<file path="config.mk">
export PLATFORM = sky130hd
export DESIGN_NAME = psp_sqrt_cell
export DESIGN_NICKNAME = d
export VERILOG_FILES = /design/src/design/psp_pkg.sv /design/src/design/psp_sqrt_cell.sv
export SDC_FILE = /design/constraint.sdc
export NUM_CORES = 1
export LEC_CHECK = 0
export BUFFER_PORTS_ARGS = -buffer_cell sky130_fd_sc_hd__buf_2
export CAP_MARGIN = 30
export CORE_UTILIZATION = 57
export DETAILED_ROUTE_END_ITERATION = 12
export PLACE_DENSITY = 0.95
export SLEW_MARGIN = 30
export SYNTH_ARGS = -nofsm -noshare
export SYNTH_HDL_FRONTEND = slang
export SYNTH_SLANG_ARGS = --single-unit
</file>
<file path="constraint.sdc">
create_clock -name clock -period 9.37 [get_ports clock]
set_input_delay 2.811 -clock clock [delete_from_list [all_inputs] [get_ports clock]]
set_output_delay 2.811 -clock clock [all_outputs]
set_load 0.01 [all_outputs]
</file>
<file path="src/design/psp_pkg.sv">
`timescale 1ns / 1ps
`default_nettype none

package psp_pkg;

   // Fixed point one in Q16.16.
   localparam int Q_ONE = 65536;

   // Datapath widths.
   localparam int DVS_W   = 64;   // squared direction length
   localparam int REM_D_W = 128;  // distance dividend after the range check
   localparam int REM_T_W = 96;   // line parameter dividend after the range check
   localparam int Q_D_W   = 64;   // distance quotient bits
   localparam int Q_T_W   = 32;   // line parameter quotient bits
   localparam int ROOT_W  = 64;   // square root operand

   // Pipeline depths.
   localparam int FRONT_STAGES = 8;
   localparam int DIV_D_STEPS  = Q_D_W;
   localparam int DIV_T_STEPS  = Q_T_W;
   localparam int ROOT_STEPS   = ROOT_W / 2;
   localparam int PIPE_DEPTH   = FRONT_STAGES + DIV_D_STEPS + ROOT_STEPS;

   // Configuration register indexes.
   typedef enum logic [2:0] {
      CSR_START_X   = 3'd0,
      CSR_START_Y   = 3'd1,
      CSR_START_Z   = 3'd2,
      CSR_DIR_X     = 3'd3,
      CSR_DIR_Y     = 3'd4,
      CSR_DIR_Z     = 3'd5,
      CSR_TOLERANCE = 3'd6,
      CSR_THREE_D   = 3'd7
   } csr_index_type;

   typedef struct packed {
      logic signed [31:0] point_x;
      logic signed [31:0] point_y;
      logic signed [31:0] point_z;
   } req_type;

   typedef struct packed {
      logic signed [31:0] line_param;
      logic [31:0]        distance;
      logic               in_box;
      logic               within_segment;
      logic               degenerate;
   } rsp_type;

   typedef struct packed {
      logic signed [31:0] start_x;
      logic signed [31:0] start_y;
      logic signed [31:0] start_z;
      logic signed [31:0] dir_x;
      logic signed [31:0] dir_y;
      logic signed [31:0] dir_z;
      logic [15:0]        tolerance;
      logic               three_d;
   } cfg_type;

   // Status of one item leaving the front end.
   typedef struct packed {
      logic neg;
      logic degen;
      logic box;
      logic big_t;
      logic big_d;
   } flags_type;

   // Side data riding along the line parameter divider.
   typedef struct packed {
      logic neg;
      logic big_t;
      logic degen;
      logic box;
   } ttag_type;

   // Side data riding along the distance divider and the root.
   typedef struct packed {
      logic signed [31:0] line_param;
      logic               in_range;
      logic               box;
      logic               degen;
      logic               big_d;
   } dtag_type;

endpackage

`default_nettype wire

</file>
<file path="src/design/psp_sqrt_cell.sv">
`timescale 1ns / 1ps
`default_nettype none

// One step of the digit by digit integer square root.
module psp_sqrt_cell
   import psp_pkg::*;
#(
   parameter int ONE_POS = 62,
   parameter int TAG_W   = 1
) (
   input  wire logic              clock,
   input  wire logic              en,
   input  wire logic [ROOT_W-1:0] x_in,
   input  wire logic [ROOT_W-1:0] res_in,
   input  wire logic [TAG_W-1:0]  tag_in,
   output logic      [ROOT_W-1:0] x_out,
   output logic      [ROOT_W-1:0] res_out,
   output logic      [TAG_W-1:0]  tag_out
);

   localparam logic [ROOT_W-1:0] ONE = {{(ROOT_W - 1){1'b0}}, 1'b1} << ONE_POS;

   logic [ROOT_W:0]   trial;
   logic              take;
   logic [ROOT_W-1:0] x_in_next;
   logic [ROOT_W-1:0] res_in_next;

   logic [ROOT_W-1:0] x_ff;
   logic [ROOT_W-1:0] res_ff;
   logic [TAG_W-1:0]  tag_ff;

   // Take the digit when the remainder covers the trial value.
   always_comb begin
      trial       = {1'b0, x_in} - {1'b0, res_in + ONE};
      take        = !trial[ROOT_W];
      x_in_next   = take ? trial[ROOT_W-1:0] : x_in;
      res_in_next = take ? ((res_in >> 1) + ONE) : (res_in >> 1);
   end

   always_ff @(posedge clock) begin
      if (en) begin
         x_ff   <= x_in_next;
         res_ff <= res_in_next;
         tag_ff <= tag_in;
      end
   end

   assign x_out   = x_ff;
   assign res_out = res_ff;
   assign tag_out = tag_ff;

endmodule

`default_nettype wire

</file>
# Word-level counts from Yosys, hierarchy flattened
# Cells that the tools add are included.
totals:
  reg_bits: 129
  input_bits: 131
  out_inout_bits: 129
  wordCells: 9
classes:
  add_sub_neg: 3
  muxes: 2
op_table:
  columns: ["cell", "n"]
  rows:
  - ["subtractor 64 x 64 -> 65 bit", 1]
  - ["adder 63 x 63 -> 64 bit, second input constant", 1]
  - ["adder 64 x 63 -> 64 bit, second input constant", 1]
  - ["two-way mux 64 bit", 1]
  - ["two-way mux 63 bit", 1]

# Depth between registers and ports, before layout
# Gate-level depths: netlist of the first run.
depth:
  depth_word: 3
  depth_mapped: 15
  ltp_nobuf: 13

# Least setup slack after synthesis of the first run
# OpenSTA, ideal clock, no wires.
synth_timing:
  path_type: "input -> register"
  startpoint: "in x_in[0]"
  endpoint: "reg x_ff[44], in the netlist x_out[44] (data pin)"
  setup_time_ns: 0.258
  t_arrival_ns: 5.229
  t_required_ns: 9.112
  slack_ns: 3.883
  stages: 15
  path_buffers: 3
  path_cell_list: "inv_1 > ha_1 > fa_1 > nor2b_1 > o31ai_1 > a41oi_1 > a211o_2 > o21a_4 > a21oi_4 > o31ai_2 > a21o_1 > buf_6 > buf_6 > buf_6 > a21oi_2"
synth_via:
  elab_chain_cells: 2
synth_rtl:
  columns: ["element", "line_no", "rtl"]
  rows:
  - ["start: declaration", "psp_sqrt_cell.sv:13", "input wire logic [ROOT_W-1:0] x_in,"]
  - ["subtractor 64 x 64 -> 65 bit", "psp_sqrt_cell.sv:34", "trial = {1'b0, x_in} - {1'b0, res_in + ONE};"]
  - ["two-way mux 64 bit", "psp_sqrt_cell.sv:36", "x_in_next = take ? trial[ROOT_W-1:0] : x_in;"]
  - ["via x_in_next[44]", "psp_sqrt_cell.sv:25", "logic [ROOT_W-1:0] x_in_next;"]
  - ["end signal: assignment", "psp_sqrt_cell.sv:42", "x_ff <= x_in_next;"]
  - ["end: declaration", "psp_sqrt_cell.sv:28", "logic [ROOT_W-1:0] x_ff;"]
# The timed path passes the listed nets, and every way through them passes these cells.
# A chain may end at the register's enable or synchronous reset.

# Worst setup path after layout of the first run
layout_timing:
  startpoint: "in x_in[0]"
  endpoint: "reg x_ff[14], in the netlist x_out[14] (data pin)"
# Same word-level chain as after synthesis.

==> results.json, run 1 <==
{
  "synthesis.area_mm2": 0.00896,
  "syn-num-nets": 1138,
  "rsz0062_at_grt": "false",
  "fmax_mhz": 167,
  "p_sw_mw": 0.634,
  "cp_max_fo": 54,
  "synth_edf_count": 129,
  "vias": 8324,
  "setup_viol": 0,
  "track_usage_pct": 30.8,
  "start_util_pct": 58.7,
  "dieArea_mm2": 0.0162,
  "cp_top_family": "compound AO/OA/AOI/OAI gates",
  "power.share.sequential_pct": 36.7,
  "yosysUniqueCellTypes": 65,
  "p_comb_share_pct": 28.1,
  "crit_path_cell_trace": "buf_2 -> inv_1 -> ha_1 -> fa_1 -> nor2b_1 -> o31ai_1 -> a41oi_1 -> a211o_2 -> o21a_4 -> a21oi_4 -> o31ai_2 -> a21o_4 -> buf_12 -> nor2_1 -> a21oi_1",
  "ant_nets": 0,
  "htreeDepth": 4,
  "final_cell_mix": "258 x buf_2, 129 x edfxtp_1, 111 x a21oi_1",
  "wl_per_cell_um": 17.7,
  "drc_errors": 0,
  "internal_power_mw": 1.39,
  "grt_pass1_wl_um": 38800,
  "power.leakage_nw": 4.93,
  "pwr_density_cell_mw_per_mm2": 184,
  "ys_seq_area_share_pct": 43.2,
  "die_x_um": 127,
  "layout_commonest_cell": "buf_2",
  "syn_area_per_cell_um2": 9.51,
  "ys_warn_count": 0,
  "port-buffer-count": 259,
  "required_ps": 9630,
  "grt_max_degree": 100,
  "synth_async_sr_flop_share_pct": 0,
  "p_sw_share_pct": 31.4,
  "post_cts.repair.setup_buffers": 0,
  "cp-start-kind": "input pin",
  "overflow": 0,
  "finalCritPeriodShare_pct": 63.8,
  "numCtsBuffers": 17,
  "cts_resized": 0,
  "fillers": 1110,
  "grt_pass1_vias": 7959,
  "cap_viol_max_count": 0,
  "core_mm2": 0.0153,
  "boundaryPins": 260,
  "cp.arrival_ps": 6240,
  "crit_type": "in2reg",
  "wl_um": 24900,
  "clkPwrFrac_pct": 35.2,
  "dr.pass1.iters": 8,
  "vdd_drop_max_mv": 0.114,
  "holdCritPathClass": "in2reg",
  "hold_viol": 0,
  "cts_tree": "yes",
  "multi_input_area_mm2": 0.00455,
  "clk_pin_slew_ps": 60,
  "syn_inst": 942,
  "antenna_found_initial": 0,
  "first_iter_violations": 832,
  "drive_above_1_share_pct": 27.2,
  "status": "complete, no violations",
  "clockBufferDepth": 2,
  "area_growth_syn_to_layout_pct": 22.4,
  "die_h_um": 127,
  "viasPerCell": 5.93,
  "crit_path_end_kind": "flop",
  "detailed_place_hpwl_um": 18500,
  "slew_violations": 0,
  "place.gp.congestion": 0.911,
  "cts_sinks": 129,
  "worst_slew_pin_slew_ps": 846,
  "nets": 1376,
  "whs_ps": 2560,
  "ys_seq_elements": 129,
  "cts_root_buffer": "clkbuf_16",
  "synthFlopType": "edfxtp_1",
  "placementRows": 45,
  "utilization_pct": 71.9,
  "slew_headroom_pct": 43.6,
  "seqCellArea_mm2": 0.00387,
  "diodes": 0,
  "path_buf_inv": 3,
  "max_stage_delay_ps": 570,
  "cts_hold_buf": 0,
  "tns_ps": 0,
  "slowest_stage": "a21o_4",
  "fin_crit_ps": 5970
}
-- cell usage after synthesis, drive strengths merged, types with 3 or more instances --
| library cell | count | area, um^2 |
|---|---|---|
| and3 | 6 | 37.5 |
| nand3 | 9 | 45.0 |
| nor2 | 89 | 334 |
| inv | 87 | 327 |
| nor3 | 8 | 40.0 |
| o21bai | 19 | 143 |
| o21ai | 52 | 260 |
| a21oi | 133 | 752 |
| a211oi | 7 | 52.6 |
| o21a | 15 | 120 |
| or3 | 6 | 37.5 |
| xor2 | 21 | 184 |
| nand2 | 73 | 274 |
| nor2b | 6 | 37.5 |
| ha | 64 | 801 |
| nand2b | 4 | 25.0 |
| a41oi | 3 | 26.3 |
| a211o | 8 | 71.3 |
| o31ai | 9 | 86.3 |
| and2 | 8 | 50.1 |
| a21o | 31 | 233 |
| nor4 | 7 | 43.8 |
| xnor2 | 36 | 315 |
| a31oi | 3 | 18.8 |
| buf | 22 | 143 |
| clkbuf | 21 | 80.1 |
| nand4 | 25 | 156 |
| a21boi | 4 | 30.0 |
| o211ai | 7 | 52.6 |
| o221ai | 3 | 32.5 |
| edfxtp | 129 | 3870 |
-- final timing paths --
check	cells past startpoint	startpoint	slack, ps	endpoint
worst min-delay path	1	tag_in	2560	tag_out
worst max-delay path	15	x_in[0]	3400	x_out[14]
-- state kept, by name, indices dropped and copies added (netlist names) --
register  count
res_out      64
tag_out       1
x_out        64
-- per-layer routing --
| layer | global-route usage (%) | up-vias | part of all wire [%] |
|---|---|---|---|
| met5 | 0 | - | 0 |
| met4 | 15.3 | 0 | 4.1 |
| met3 | 5.57 | 96 | 7.4 |
| met2 | 53.9 | 456 | 50 |
| met1 | 36.5 | 3859 | 38 |
| li1 | - | 3913 | - |
-- through the flow --
step	setup WS, ps	instances	power (mW)	area [um^2]
2_1_floorplan	3880	942	1.12	8960
3_3_place_gp	2950	1371	1.29	10300
3_5_place_dp	2800	1371	1.30	10300
4_1_cts	3240	1403	2.01	10900
5_1_grt	3190	1404	2.10	11000
6_report	3400	1404	2.02	11000
-- cell type report --
type / instances / area share (%)
flip-flops and latches: 129 / 35.3
multi-input cells: 683 / 41.5
inverters: 87 / 2.98
clock buffers: 18 / 3.91
well taps: 211 / 2.41
clock inverters: 14 / 1.72
repair buffers: 262 / 12.2
-- power groups by stage --
stage	Clock (mW)	Sequential [mW]	Combinational [mW]
after global routing	0.736	0.748	0.618
after CTS	0.712	0.743	0.557
after detailed placement	0	0.752	0.549
final	0.712	0.742	0.567
after floorplan	0	0.791	0.328
after global placement	0	0.750	0.535
-- logic make-up (layout without fill, tap and decap cells) --
kind of cell | Yosys count | in the layout | share of synthesized area, %
buffers and inverters | 130 | 381 | 6.13
AO/OA/AOI/OAI | 311 | 311 | 22.9
flip-flops | 129 | 129 | 43.2
AND/OR/NAND/NOR | 249 | 249 | 12.8
multiplexers | 1 | 1 | 0.112
XOR/XNOR | 57 | 57 | 5.57
adder cells (fa/ha/maj) | 65 | 65 | 9.16
No activity file was read; power rests on OpenSTA's default activity.
==> run 2, diff against run 1 <==
- CORE_UTILIZATION: 57 -> 53
- PLACE_DENSITY: 0.95 -> 0.9
- clock period: 9.37 -> 5.5 ns (I/O delays scaled with it)
==> run 2 against run 1 <==
Compared with the run above:
- cell count grew 0.93%
- power increased by 71%
- global-route usage shrank 2.8 points
- count of clock-buffer cells in the layout decreased by 1
- critical path depth unchanged
- largest cell class unchanged
- highest routed layer unchanged
==> results.json, run 2 (same netlist as run 1, synthesis figures left out) <==
{
  "slew_violations": 0,
  "ant_nets": 0,
  "nets": 1378,
  "placementRows": 47,
  "cts_sinks": 129,
  "vias": 8175,
  "grt_pass1_vias": 7846,
  "grt_pass1_wl_um": 38500,
  "whs_ps": 1400,
  "die_x_um": 132,
  "cp.arrival_ps": 4990,
  "finalWorstSetupSlack_ps": 792,
  "holdCritPathClass": "in2reg",
  "core_mm2": 0.0165,
  "dr.pass1.iters": 7,
  "hold_viol": 0,
  "track_usage_pct": 28.0,
  "drive_above_1_share_pct": 27.4,
  "drc_errors": 0,
  "tns_ps": 0,
  "wl_per_cell_um": 17.1,
  "fin_crit_ps": 4710,
  "area_growth_syn_to_layout_pct": 23.1,
  "cp-start-kind": "input pin",
  "wl_um": 24200,
  "internal_power_mw": 2.38,
  "start_util_pct": 54.2,
  "boundaryPins": 260,
  "layout_commonest_cell": "buf_2",
  "dieArea_mm2": 0.0174,
  "p_sw_share_pct": 31.4,
  "power.leakage_nw": 4.95,
  "status": "complete, no violations",
  "cap_viol_max_count": 0,
  "cts_hold_buf": 0,
  "cts_resized": 0,
  "clkPwrFrac_pct": 35.7,
  "post_cts.repair.setup_buffers": 0,
  "finalCritPeriodShare_pct": 85.6,
  "post-place-ws_ps": 431,
  "pwr_density_cell_mw_per_mm2": 314,
  "place.gp.congestion": 0.931,
  "cts_tree": "yes",
  "fillers": 1309,
  "hold_path_depth": 1,
  "utilization_pct": 66.7,
  "worst_slew_pin_slew_ps": 950,
  "cts_root_buffer": "clkbuf_16",
  "clockBufferDepth": 2,
  "grt_max_degree": 103,
  "multi_input_area_mm2": 0.00455,
  "clk_pin_slew_ps": 60,
  "first_iter_violations": 699,
  "fmax_mhz": 212,
  "power.share.sequential_pct": 36.4,
  "viasPerCell": 5.77,
  "dp.cells": 1383,
  "vdd_drop_max_mv": 0.212,
  "slew_headroom_pct": 36.7,
  "htreeDepth": 4,
  "p_comb_share_pct": 27.9,
  "die_h_um": 132,
  "seqCellArea_mm2": 0.00387,
  "crit_type": "in2reg",
  "rsz0062_at_grt": "false",
  "crit_path_end_kind": "flop",
  "final_cell_mix": "258 x buf_2, 129 x edfxtp_1, 111 x a21oi_1",
  "required_ps": 5790,
  "cp_max_fo": 41,
  "p_sw_mw": 1.09,
  "port-buffer-count": 259,
  "layoutNonFillerInstCount": 1417,
  "detailed_place_hpwl_um": 18300,
  "numCtsBuffers": 17,
  "overflow": 0,
  "setup_viol": 0,
  "antenna_found_initial": 1
}
[run 2: cell count changes in the layout (fill, tap and decap cells not counted), sizes merged]
cell and delta:
clkinvlp +1, inv +4, diode +2, clkbuf -1
clkinv -4, buf +2
[run 2: final cells by class]
cell class	count	area share [%]
diodes	2	0.0454
well taps	220	2.50
repair buffers	264	12.4
clock buffers	17	3.86
multi-input cells	683	41.2
inverters	87	2.96
flip-flops and latches	129	35.1
clock inverters	15	1.87
[run 2: path summary, 6_finish.rpt]
check | from | to | slack, ps
max | x_in[0] | x_out[40] | 790
min | tag_in | tag_out | 1400
[run 2: routing by layer]
metal,GRT usage [%],vias to the layer above,wire [um]
met2,48.7,411,11900
met1,33.4,3781,9700
met3,5.11,67,1750
met4,13.9,0,842
met5,0,-,0
li1,-,3916,-
[run 2: power by group through the flow]
stage	registers [mW]	logic (mW)	clock network, mW
2_1_floorplan	1.35	0.559	0
3_3_place_gp	1.28	0.929	0
3_5_place_dp	1.28	0.947	0
4_1_cts	1.26	0.956	1.25
5_1_grt	1.27	1.05	1.28
6_report	1.26	0.968	1.24
[run 2: critical path: stages]
cell     delay [ps]
buf_2            90
inv_1            40
ha_1            230
fa_1            440
nor2b_1         190
o31ai_1         130
a41oi_1         370
a211o_2         230
o21a_4          170
a21oi_4          70
o31ai_2         410
a21o_4          470
buf_12          280
nor2_1           80
a21oi_2         120
[run 2: stage by stage]
stage	total power [mW]	cell area [um^2]
floorplan	1.91	8960
global placement	2.21	10400
detailed placement	2.23	10400
CTS	3.47	11000
global route	3.60	11000
finish	3.47	11000
